<file path="config.mk">
export PLATFORM = sky130hd
export DESIGN_NAME = preemptive_priority_scheduler
export DESIGN_NICKNAME = d
export VERILOG_FILES = /design/src/sv/pps_pkg.sv /design/src/sv/pps_queue.sv /design/src/sv/pps_front.sv /design/src/sv/pps_back.sv /design/src/sv/preemptive_priority_scheduler.sv
export SDC_FILE = /design/constraint.sdc
export NUM_CORES = 1
export LEC_CHECK = 0
export BUFFER_PORTS_ARGS = -buffer_cell sky130_fd_sc_hd__buf_2
export CAP_MARGIN = 0
export CORE_MARGIN = 4
export CORE_UTILIZATION = 45
export DETAILED_ROUTE_END_ITERATION = 10
export PLACE_DENSITY_LB_ADDON = 0.3
export SYNTH_ARGS = -nofsm -noshare
export SYNTH_HDL_FRONTEND = slang
export SYNTH_SLANG_ARGS = --single-unit
</file>
<file path="constraint.sdc">
create_clock -name clk -period 10.6 [get_ports clk]
set_clock_uncertainty 0.1 [all_clocks]
set_input_delay 1.06 -clock clk [delete_from_list [all_inputs] [get_ports clk]]
set_output_delay 1.06 -clock clk [all_outputs]
set_load 0.05 [all_outputs]
</file>
<file path="src/sv/pps_pkg.sv">
package pps_pkg;

  localparam int MAX_PROCS_DEF = 16;
  localparam int QDEPTH = 2;

  localparam logic [1:0] KIND_LOAD  = 2'd0;
  localparam logic [1:0] KIND_STEP  = 2'd1;
  localparam logic [1:0] KIND_CLEAR = 2'd2;

  localparam logic [1:0] EV_IDLE    = 2'd0;
  localparam logic [1:0] EV_RAN     = 2'd1;
  localparam logic [1:0] EV_ALLDONE = 2'd2;

  localparam logic [7:0] SWITCH_TIME_RST = 8'd1;

  typedef enum logic [1:0] {
    OP_LOAD,
    OP_STEP,
    OP_CLEAR
  } op_t;

  typedef struct packed {
    op_t         op;
    logic [7:0]  proc_id;
    logic [15:0] arrival;
    logic [15:0] burst;
    logic [7:0]  prio;
    logic        zero_burst;
  } item_t;

  typedef struct packed {
    logic        valid;
    logic [1:0]  event_res;
    logic        switched;
    logic [15:0] switch_start;
    logic [3:0]  slot;
    logic [7:0]  run_id;
    logic [15:0] event_time;
    logic        finished;
    logic [15:0] turnaround;
    logic [15:0] switch_count;
    logic [15:0] switch_total;
  } res_t;

  typedef enum logic [1:0] {
    B_IDLE,
    B_SCAN,
    B_EXEC
  } bstate_t;

  function automatic logic [15:0] sat_add16(input logic [15:0] a, input logic [15:0] b);
    logic [16:0] s;
    s = {1'b0, a} + {1'b0, b};
    return s[16] ? 16'hFFFF : s[15:0];
  endfunction

endpackage

</file>
<file path="src/sv/pps_queue.sv">
module pps_queue (
  input  logic            clk,
  input  logic            rst,
  input  logic            push,
  input  pps_pkg::item_t  din,
  input  logic            pop,
  output pps_pkg::item_t  dout,
  output logic            empty,
  output logic            full
);

  localparam int PW = (pps_pkg::QDEPTH > 1) ? $clog2(pps_pkg::QDEPTH) : 1;
  localparam int CW = $clog2(pps_pkg::QDEPTH + 1);

  pps_pkg::item_t  entries [pps_pkg::QDEPTH];
  logic [PW-1:0]   wr_ptr;
  logic [PW-1:0]   rd_ptr;
  logic [CW-1:0]   count;

  logic do_push;
  logic do_pop;

  assign empty   = (count == '0);
  assign full    = (count == CW'(pps_pkg::QDEPTH));
  assign do_push = push && !full;
  assign do_pop  = pop && !empty;
  assign dout    = entries[rd_ptr];

  always_ff @(posedge clk) begin
    if (rst) begin
      wr_ptr <= '0;
      rd_ptr <= '0;
      count  <= '0;
    end else begin
      if (do_push) begin
        wr_ptr <= (wr_ptr == PW'(pps_pkg::QDEPTH - 1)) ? '0 : wr_ptr + 1'b1;
      end
      if (do_pop) begin
        rd_ptr <= (rd_ptr == PW'(pps_pkg::QDEPTH - 1)) ? '0 : rd_ptr + 1'b1;
      end
      case ({do_push, do_pop})
        2'b10:   count <= count + 1'b1;
        2'b01:   count <= count - 1'b1;
        default: count <= count;
      endcase
    end
  end

  always_ff @(posedge clk) begin
    if (do_push) begin
      entries[wr_ptr] <= din;
    end
  end

endmodule

</file>
<file path="src/sv/pps_front.sv">
module pps_front (
  input  logic            start,
  input  logic [1:0]      kind,
  input  logic [7:0]      proc_id,
  input  logic [15:0]     arrival_time,
  input  logic [15:0]     burst_time,
  input  logic [7:0]      priority_level,
  input  logic            q_full,
  output logic            busy,
  output logic            push,
  output pps_pkg::item_t  item
);

  logic known;

  assign busy = q_full;

  always_comb begin
    item.proc_id    = proc_id;
    item.arrival    = arrival_time;
    item.burst      = burst_time;
    item.prio       = priority_level;
    item.zero_burst = (burst_time == 16'd0);
    known           = 1'b1;
    case (kind)
      pps_pkg::KIND_LOAD:  item.op = pps_pkg::OP_LOAD;
      pps_pkg::KIND_STEP:  item.op = pps_pkg::OP_STEP;
      pps_pkg::KIND_CLEAR: item.op = pps_pkg::OP_CLEAR;
      default: begin
        // unknown kind is dropped at the door
        item.op = pps_pkg::OP_STEP;
        known   = 1'b0;
      end
    endcase
  end

  assign push = start && !q_full && known;

endmodule

</file>
<file path="src/sv/pps_back.sv">
module pps_back #(
  parameter int MAX_PROCS = pps_pkg::MAX_PROCS_DEF
) (
  input  logic            clk,
  input  logic            rst,
  input  pps_pkg::item_t  item,
  input  logic            q_empty,
  output logic            pop,
  input  logic [7:0]      switch_time,
  output pps_pkg::res_t   res
);

  localparam int IW = (MAX_PROCS > 1) ? $clog2(MAX_PROCS) : 1;
  localparam int CW = $clog2(MAX_PROCS + 1);

  logic [15:0] arrival_mem [MAX_PROCS];
  logic [15:0] remain_mem  [MAX_PROCS];
  logic [7:0]  prio_mem    [MAX_PROCS];
  logic [7:0]  id_mem      [MAX_PROCS];

  pps_pkg::bstate_t state, state_next;

  logic [CW-1:0] loaded;
  logic [CW-1:0] done_cnt;
  logic [15:0]   now;
  logic          last_valid;
  logic [7:0]    last_id;
  logic [15:0]   switches;
  logic [15:0]   overhead;

  logic [CW-1:0] cnt;
  logic          rv;
  logic [IW-1:0] rd_idx;
  logic          found;

  logic [15:0]   rd_arr;
  logic [15:0]   rd_rem;
  logic [7:0]    rd_pri;
  logic [7:0]    rd_id;

  logic [IW-1:0] best_idx;
  logic [15:0]   best_arr;
  logic [15:0]   best_rem;
  logic [7:0]    best_pri;
  logic [7:0]    best_id;

  logic          valid_q;
  pps_pkg::res_t res_q;

  logic          can_load;
  logic          all_done;
  logic          we_load;
  logic          we_exec;
  logic          rd_ready;
  logic          rd_better;
  logic          take;
  logic          scan_more;

  logic          sw;
  logic [15:0]   now1;
  logic [15:0]   now2;
  logic [15:0]   now_idle;
  logic [15:0]   rem_dec;
  logic          fin;
  logic [15:0]   switches_new;
  logic [15:0]   overhead_new;

  assign can_load  = (loaded < CW'(MAX_PROCS));
  assign all_done  = (done_cnt >= loaded);
  assign scan_more = (cnt < loaded);

  assign we_load = (state == pps_pkg::B_IDLE) && !q_empty &&
                   (item.op == pps_pkg::OP_LOAD) && can_load;
  assign we_exec = (state == pps_pkg::B_EXEC) && found;

  // scan compare on the registered read of the previous address
  assign rd_ready  = (rd_arr <= now) && (rd_rem != 16'd0);
  assign rd_better = !found || (rd_pri > best_pri) ||
                     ((rd_pri == best_pri) && (rd_arr < best_arr));
  assign take      = (state == pps_pkg::B_SCAN) && rv && rd_ready && rd_better;

  assign sw           = last_valid && (last_id != best_id);
  assign now1         = sw ? pps_pkg::sat_add16(now, {8'd0, switch_time}) : now;
  assign now2         = pps_pkg::sat_add16(now1, 16'd1);
  assign now_idle     = pps_pkg::sat_add16(now, 16'd1);
  assign rem_dec      = best_rem - 16'd1;
  assign fin          = (rem_dec == 16'd0);
  assign switches_new = sw ? pps_pkg::sat_add16(switches, 16'd1) : switches;
  assign overhead_new = sw ? pps_pkg::sat_add16(overhead, {8'd0, switch_time}) : overhead;

  always_comb begin
    state_next = state;
    pop        = 1'b0;
    case (state)
      pps_pkg::B_IDLE: begin
        if (!q_empty) begin
          pop = 1'b1;
          if (item.op == pps_pkg::OP_STEP && !all_done) begin
            state_next = pps_pkg::B_SCAN;
          end
        end
      end
      pps_pkg::B_SCAN: begin
        if (!scan_more && !rv) begin
          state_next = pps_pkg::B_EXEC;
        end
      end
      pps_pkg::B_EXEC: state_next = pps_pkg::B_IDLE;
      default:         state_next = pps_pkg::B_IDLE;
    endcase
  end

  always_ff @(posedge clk) begin
    if (rst) begin
      state <= pps_pkg::B_IDLE;
    end else begin
      state <= state_next;
    end
  end

  always_ff @(posedge clk) begin
    if (rst) begin
      loaded     <= '0;
      done_cnt   <= '0;
      now        <= '0;
      last_valid <= 1'b0;
      last_id    <= '0;
      switches   <= '0;
      overhead   <= '0;
      cnt        <= '0;
      rv         <= 1'b0;
      found      <= 1'b0;
      valid_q    <= 1'b0;
    end else begin
      valid_q <= 1'b0;
      case (state)
        pps_pkg::B_IDLE: begin
          if (!q_empty) begin
            case (item.op)
              pps_pkg::OP_LOAD: begin
                if (can_load) begin
                  loaded <= loaded + 1'b1;
                  if (item.zero_burst) begin
                    done_cnt <= done_cnt + 1'b1;
                  end
                end
              end
              pps_pkg::OP_CLEAR: begin
                loaded     <= '0;
                done_cnt   <= '0;
                now        <= '0;
                last_valid <= 1'b0;
                last_id    <= '0;
                switches   <= '0;
                overhead   <= '0;
              end
              pps_pkg::OP_STEP: begin
                if (all_done) begin
                  valid_q <= 1'b1;
                end else begin
                  cnt   <= '0;
                  rv    <= 1'b0;
                  found <= 1'b0;
                end
              end
              default: ;
            endcase
          end
        end
        pps_pkg::B_SCAN: begin
          if (scan_more) begin
            cnt <= cnt + 1'b1;
          end
          rv <= scan_more;
          if (take) begin
            found <= 1'b1;
          end
        end
        pps_pkg::B_EXEC: begin
          valid_q <= 1'b1;
          if (found) begin
            now        <= now2;
            last_valid <= 1'b1;
            last_id    <= best_id;
            switches   <= switches_new;
            overhead   <= overhead_new;
            if (fin) begin
              done_cnt <= done_cnt + 1'b1;
            end
          end else begin
            now        <= now_idle;
            last_valid <= 1'b0;
          end
        end
        default: ;
      endcase
    end
  end

  // table memories: one write port, one registered read port
  always_ff @(posedge clk) begin
    if (we_load) begin
      arrival_mem[loaded[IW-1:0]] <= item.arrival;
      remain_mem[loaded[IW-1:0]]  <= item.burst;
      prio_mem[loaded[IW-1:0]]    <= item.prio;
      id_mem[loaded[IW-1:0]]      <= item.proc_id;
    end else if (we_exec) begin
      remain_mem[best_idx] <= rem_dec;
    end
    rd_arr <= arrival_mem[cnt[IW-1:0]];
    rd_rem <= remain_mem[cnt[IW-1:0]];
    rd_pri <= prio_mem[cnt[IW-1:0]];
    rd_id  <= id_mem[cnt[IW-1:0]];
    rd_idx <= cnt[IW-1:0];
  end

  always_ff @(posedge clk) begin
    if (take) begin
      best_idx <= rd_idx;
      best_arr <= rd_arr;
      best_rem <= rd_rem;
      best_pri <= rd_pri;
      best_id  <= rd_id;
    end
    if (state == pps_pkg::B_IDLE) begin
      res_q              <= '0;
      res_q.event_res    <= pps_pkg::EV_ALLDONE;
      res_q.switch_count <= switches;
      res_q.switch_total <= overhead;
    end else if (state == pps_pkg::B_EXEC) begin
      res_q <= '0;
      if (found) begin
        res_q.event_res    <= pps_pkg::EV_RAN;
        res_q.switched     <= sw;
        res_q.switch_start <= sw ? now : 16'd0;
        res_q.slot         <= 4'(best_idx);
        res_q.run_id       <= best_id;
        res_q.event_time   <= now1;
        res_q.finished     <= fin;
        res_q.turnaround   <= fin ? (now2 - best_arr) : 16'd0;
        res_q.switch_count <= switches_new;
        res_q.switch_total <= overhead_new;
      end else begin
        res_q.event_res    <= pps_pkg::EV_IDLE;
        res_q.event_time   <= now_idle;
        res_q.switch_count <= switches;
        res_q.switch_total <= overhead;
      end
    end
  end

  always_comb begin
    res       = res_q;
    res.valid = valid_q;
  end

endmodule

</file>
<file path="src/sv/preemptive_priority_scheduler.sv">
// Load and clear: handled by the back end once at the head of the queue, no result.
// Step: the back end scans the table, reading one entry per cycle, then executes and
// strobes a result (straight from idle when the table is empty or all finished); a step
// occupies the back end until its scan and execution are done.
// busy rises only while the two-entry queue is full. The receiver cannot stall.
// Synchronous reset empties the table and queue, zeroes time and counters, switch_time = 1.
module preemptive_priority_scheduler #(
  parameter int MAX_PROCS = pps_pkg::MAX_PROCS_DEF
) (
  input  logic        clk,
  input  logic        rst,
  input  logic        start,
  output logic        busy,
  input  logic [1:0]  kind,
  input  logic [7:0]  proc_id,
  input  logic [15:0] arrival_time,
  input  logic [15:0] burst_time,
  input  logic [7:0]  priority_level,
  input  logic        cfg_valid,
  output logic        cfg_ready,
  input  logic [7:0]  cfg_data,
  output logic        done,
  output logic [1:0]  event_res,
  output logic        switched,
  output logic [15:0] switch_start,
  output logic [3:0]  slot,
  output logic [7:0]  run_id,
  output logic [15:0] event_time,
  output logic        finished,
  output logic [15:0] turnaround,
  output logic [15:0] switch_count,
  output logic [15:0] switch_total
);

  logic           q_full;
  logic           q_empty;
  logic           push;
  logic           pop;
  pps_pkg::item_t item_in;
  pps_pkg::item_t item_out;
  pps_pkg::res_t  res;
  logic [7:0]     switch_time;

  assign cfg_ready = 1'b1;

  always_ff @(posedge clk) begin
    if (rst) begin
      switch_time <= pps_pkg::SWITCH_TIME_RST;
    end else if (cfg_valid && cfg_ready) begin
      switch_time <= cfg_data;
    end
  end

  pps_front u_front (
    .start          (start),
    .kind           (kind),
    .proc_id        (proc_id),
    .arrival_time   (arrival_time),
    .burst_time     (burst_time),
    .priority_level (priority_level),
    .q_full         (q_full),
    .busy           (busy),
    .push           (push),
    .item           (item_in)
  );

  pps_queue u_queue (
    .clk   (clk),
    .rst   (rst),
    .push  (push),
    .din   (item_in),
    .pop   (pop),
    .dout  (item_out),
    .empty (q_empty),
    .full  (q_full)
  );

  pps_back #(
    .MAX_PROCS (MAX_PROCS)
  ) u_back (
    .clk         (clk),
    .rst         (rst),
    .item        (item_out),
    .q_empty     (q_empty),
    .pop         (pop),
    .switch_time (switch_time),
    .res         (res)
  );

  assign done         = res.valid;
  assign event_res    = res.event_res;
  assign switched     = res.switched;
  assign switch_start = res.switch_start;
  assign slot         = res.slot;
  assign run_id       = res.run_id;
  assign event_time   = res.event_time;
  assign finished     = res.finished;
  assign turnaround   = res.turnaround;
  assign switch_count = res.switch_count;
  assign switch_total = res.switch_total;

endmodule

</file>
==> impl.org <==
** Yosys
- After synthesis, flip-flops and latches occupy 69.8% of the total area.
- During synthesis, Yosys emitted a total of 0 warnings.
- The synthesized design contains 954 enable-type register cells.
- Post-synthesis cell type count :: 91
- In this run the mean area of a mapped cell was 16.7 um2.
- Cell Area, Synth :: 0.0469 mm2
- After technology mapping, the gate count stands at 2807.
- Proportion of synthesized flip-flops having asynchronous set or reset :: 0%
- Total nets after synthesis :: 2963
- The synthesized design contains 1160 register bits.
- Top flip-flop cell by instance count after synthesis :: sky130_fd_sc_hd__edfxtp_1

** Power
- Peak supply drop :: 0.131 mV
- Total power density per cell area :: 188 mW/mm2
- The analysis attributes to cell leakage a power of 17.5 nW.

** Cells and area
- Final non-filler cell area :: 0.0531 mm2
- In the final layout, the share of cells above drive strength 1 is 23.2%.
- The net count of the finished layout is 3165.
- Relative to the synthesized area, the layout overhead comes to 13.2%.

** Clocking
- TritonCTS Buffers :: 110
- Reg clk slew, reported paths :: 70 ps
- Number of levels the H-tree was split into :: 3
- Number of buffers added to fix hold violations after cts :: 0
- CTS root buf :: sky130_fd_sc_hd__clkbuf_16
- Clock latency on the worst-skew pair, taken at its later pin, is 690 ps.
- The clock drives 1160 sinks.
- TritonCTS built the clock tree.
- Post-CTS setup buffer count :: 0
- Total of cells resized after clock tree synthesis :: 0
- Clock buffer depth :: 3

** Placed design
- Timing analysis after detailed placement gives a worst setup slack of 4370 ps.
- During placement, the flow inserted port buffers numbering 159.
- Placed Instance Area :: 0.0496 mm2
- Summed over all nets, the half-perimeter wirelength after detailed placement is 65.8 mm.
- The congestion estimate from routability-driven global placement came to 0.861.

** Setup path
- The critical path contains buffers and inverters numbering 0 combined.
- Arrival time of data at the critical path endpoint :: 6820 ps
- STA classifies the critical path endpoint as a flip-flop.
- Cell Chain, Critical Path :: ha_1 > fa_1 > a211oi_1 > o21ai_1 > nand2_1 > nor2_1 > mux2_4 > nor4b_1 > and4_4 > o21bai_2 > ha_1 > nor2b_1 > o21ai_0 > a21boi_0 > o21ai_0 > a21oi_1 > o21ai_0 > a21oi_1 > o311a_1 > o21a_1 > o31ai_1
- STA classifies the critical path startpoint as a flip-flop.
- Slowest-stage cell, CP :: sky130_fd_sc_hd__nor4b_1
- Cell type group with the largest total delay on the critical path :: compound AO/OA/AOI/OAI gates
- Highest fanout seen on the critical path :: 11
- Critical path's most frequent cell :: sky130_fd_sc_hd__o21ai_0
- The critical path is of the flip-flop to flip-flop type.
- STA puts the critical path data required time at 11100 ps.
- In this design, the stage delay of the slowest critical-path cell is 490 ps.
- Register-to-register path setup slack :: 4280 ps

** Status
- The run finished with clean final reports.

** GRT
- Vias in the first global route :: 26000
- Initial antenna violation count :: 11
- Entering global routing, the biggest net connects 96 pins.
- Across every metal layer, demand over resource in global routing totals 20.2%.
- First-pass GRT wire length :: 166 mm
- For this run the aggregate overflow at the end of global routing stands at 0.

** STA
- Worst slew pin tran :: 1190 ps
- The final count of pins violating max slew came to 0.
- The count of endpoints failing hold in the final timing report came to 0.
- The final critical path takes up 59.7% of the cycle.
- The worst path in the final design needs a cycle of 6320 ps, including I/O delays and setup.
- Setup total negative slack :: 0 ps
- RSZ-0062 raised after global routing :: no
- Headroom to the max-slew limit came out at 20.0%.
- After layout, the worst setup slack is 4280 ps.
- Timing-limited maximum frequency :: 0.158 GHz
- Setup Viol. Count Final :: 0

** Worst hold path
- Min-Delay Path Class :: flip-flop to flip-flop

** Route
- Post-detailed-route wirelength per cell :: 24.7 um
- The first detailed-routing pass ran for 6 iterations.
- For this run, design rule violations remaining after detail routing come to 0.
- Detailed router's first-iteration violation count :: 2156
- The routed layout has 26000 vias.
- Dividing the detail-routed via count by the number of cells gives 5.80.
- The final layout contains routed wiring with a total length of 111 mm.
- Once detail routing completed, the nets flagged for antenna violations numbered 0.

** Floorplanning
- Core Region :: 0.103 mm2
- Die height :: 331 um
- Total Die Area :: 0.109 mm2
- The floorplan has 118 rows.
- Starting density of the core :: 45.3%
- Count of pins on the block boundary :: 161
- Die X :: 331 um

** Flow run
- Max-capacitance violation count :: 0
-- logic make-up after synthesis --
logic type	Yosys count	synth area share, %
buf+inv	208	1.71
mux	312	13.2
fa+ha+maj	94	2.55
flops	1160	69.8
simple gates	535	5.48
other cells	1	0.00799
compound gates	433	6.02
xor+xnor	64	1.19
-- cells in the final DEF (no fill, tap or decap), types with 8 or more instances in the layout --
master / instances
sky130_fd_sc_hd__edfxtp_1: 954
sky130_fd_sc_hd__mux4_2: 240
sky130_fd_sc_hd__dfxtp_1: 200
sky130_fd_sc_hd__nor2_1: 172
sky130_fd_sc_hd__buf_2: 159
sky130_fd_sc_hd__nand2_1: 133
sky130_fd_sc_hd__clkbuf_16: 111
sky130_fd_sc_hd__o21ai_0: 106
sky130_fd_sc_hd__a21oi_1: 101
sky130_fd_sc_hd__ha_1: 91
sky130_fd_sc_hd__inv_1: 74
sky130_fd_sc_hd__buf_4: 64
sky130_fd_sc_hd__mux2_2: 43
sky130_fd_sc_hd__nor3_1: 42
sky130_fd_sc_hd__xnor2_1: 39
sky130_fd_sc_hd__clkbuf_1: 39
sky130_fd_sc_hd__a31oi_1: 36
sky130_fd_sc_hd__nand3_1: 32
sky130_fd_sc_hd__mux2i_1: 27
sky130_fd_sc_hd__a22o_1: 27
sky130_fd_sc_hd__xor2_1: 25
sky130_fd_sc_hd__a21o_1: 25
sky130_fd_sc_hd__nor2b_1: 20
sky130_fd_sc_hd__nand4_1: 18
sky130_fd_sc_hd__nand2b_1: 18
sky130_fd_sc_hd__nor4_1: 17
sky130_fd_sc_hd__a211oi_1: 16
sky130_fd_sc_hd__clkinv_1: 16
sky130_fd_sc_hd__nor2_4: 15
sky130_fd_sc_hd__a22oi_1: 15
sky130_fd_sc_hd__and3_1: 13
sky130_fd_sc_hd__o21a_1: 12
sky130_fd_sc_hd__clkinv_2: 12
sky130_fd_sc_hd__o22ai_1: 10
sky130_fd_sc_hd__o31ai_1: 8
sky130_fd_sc_hd__o2bb2ai_1: 8
-- final cells by class --
| class | count | area (um2) |
|---|---|---|
| Tap cell | 1380 | 1730 |
| Multi-Input combinational cell | 1439 | 13500 |
| Antenna cell | 3 | 7.51 |
| Timing Repair Buffer | 224 | 1300 |
| Clock inverter | 48 | 478 |
| Clock buffer | 157 | 3020 |
| Sequential cell | 1160 | 32800 |
| Fill cell | 8317 | 50400 |
| Inverter | 74 | 278 |
-- state kept, by name, indices dropped and copies added (netlist names), 96 cells and up, named ones only --
| register | flops |
|---|---|
| u_back.arrival_mem | 256 |
| u_back.remain_mem | 256 |
| u_back.id_mem | 128 |
| u_back.prio_mem | 128 |
| u_queue.entries | 102 |
| u_back.res | 96 |
-- power breakdown --
| group | switching (W) | total, W | leakage [nW] | internal (W) |
|---|---|---|---|---|
| clock | 0.00164 | 0.00380 | 1.69 | 0.00216 |
| combinational | 0.000546 | 0.000787 | 5.44 | 0.000242 |
| sequential | 0.0000773 | 0.00539 | 10.4 | 0.00531 |
| total | 0.00227 | 0.00998 | 17.5 | 0.00771 |
-- synthesized netlist by cell type (16+ instances only) --
cell	number	area [um2]
sky130_fd_sc_hd__a21oi_1	101	505
sky130_fd_sc_hd__mux2i_1	27	270
sky130_fd_sc_hd__nand3_1	32	160
sky130_fd_sc_hd__o21ai_0	109	546
sky130_fd_sc_hd__xor2_1	25	219
sky130_fd_sc_hd__buf_1	26	97.6
sky130_fd_sc_hd__xnor2_1	39	342
sky130_fd_sc_hd__nor2b_1	20	125
sky130_fd_sc_hd__nand4_1	18	113
sky130_fd_sc_hd__nand2b_1	18	113
sky130_fd_sc_hd__dfxtp_1	206	4120
sky130_fd_sc_hd__nor3_1	46	230
sky130_fd_sc_hd__a22o_1	27	236
sky130_fd_sc_hd__clkbuf_1	97	364
sky130_fd_sc_hd__a31oi_1	38	238
sky130_fd_sc_hd__inv_1	74	278
sky130_fd_sc_hd__nand2_1	133	499
sky130_fd_sc_hd__nor4_1	17	106
sky130_fd_sc_hd__mux2_2	43	484
sky130_fd_sc_hd__mux4_2	240	5410
sky130_fd_sc_hd__nor2_1	188	706
sky130_fd_sc_hd__edfxtp_1	954	28600
sky130_fd_sc_hd__a21o_1	25	188
sky130_fd_sc_hd__a211oi_1	16	120
sky130_fd_sc_hd__ha_1	91	1140
-- through the flow --
| stage | util (%) | power, W | std cells | hold WS [ps] |
|---|---|---|---|---|
| 2_1_floorplan | - | 0.00594 | 2807 | 254 |
| 3_3_place_gp | 47.9 | 0.00623 | 4277 | 286 |
| 3_5_place_dp | 47.9 | 0.00628 | 4277 | 289 |
| 4_1_cts | 51.3 | 0.0101 | 4482 | 310 |
| 5_1_grt | 51.3 | 0.0103 | 4483 | 326 |
| 6_report | 51.3 | 0.00998 | 4485 | 311 |
-- per-layer routing --
layer	wire (um)	global-route usage [%]
met1	47100	28.1
met2	54400	33.8
met3	7190	2.79
met4	2130	5.14
met5	59	0
-- final timing paths --
kind                         start                  to  depth (start not counted)
setup / recovery     u_back.now[0]      u_back.res[46]                         21
hold / removal    u_back.rd_idx[2]  u_back.best_idx[2]                          0
setup reg to reg     u_back.now[0]      u_back.res[46]                         21
hold reg to reg   u_back.rd_idx[2]  u_back.best_idx[2]                          0
(Power assumes the default switching activity.)
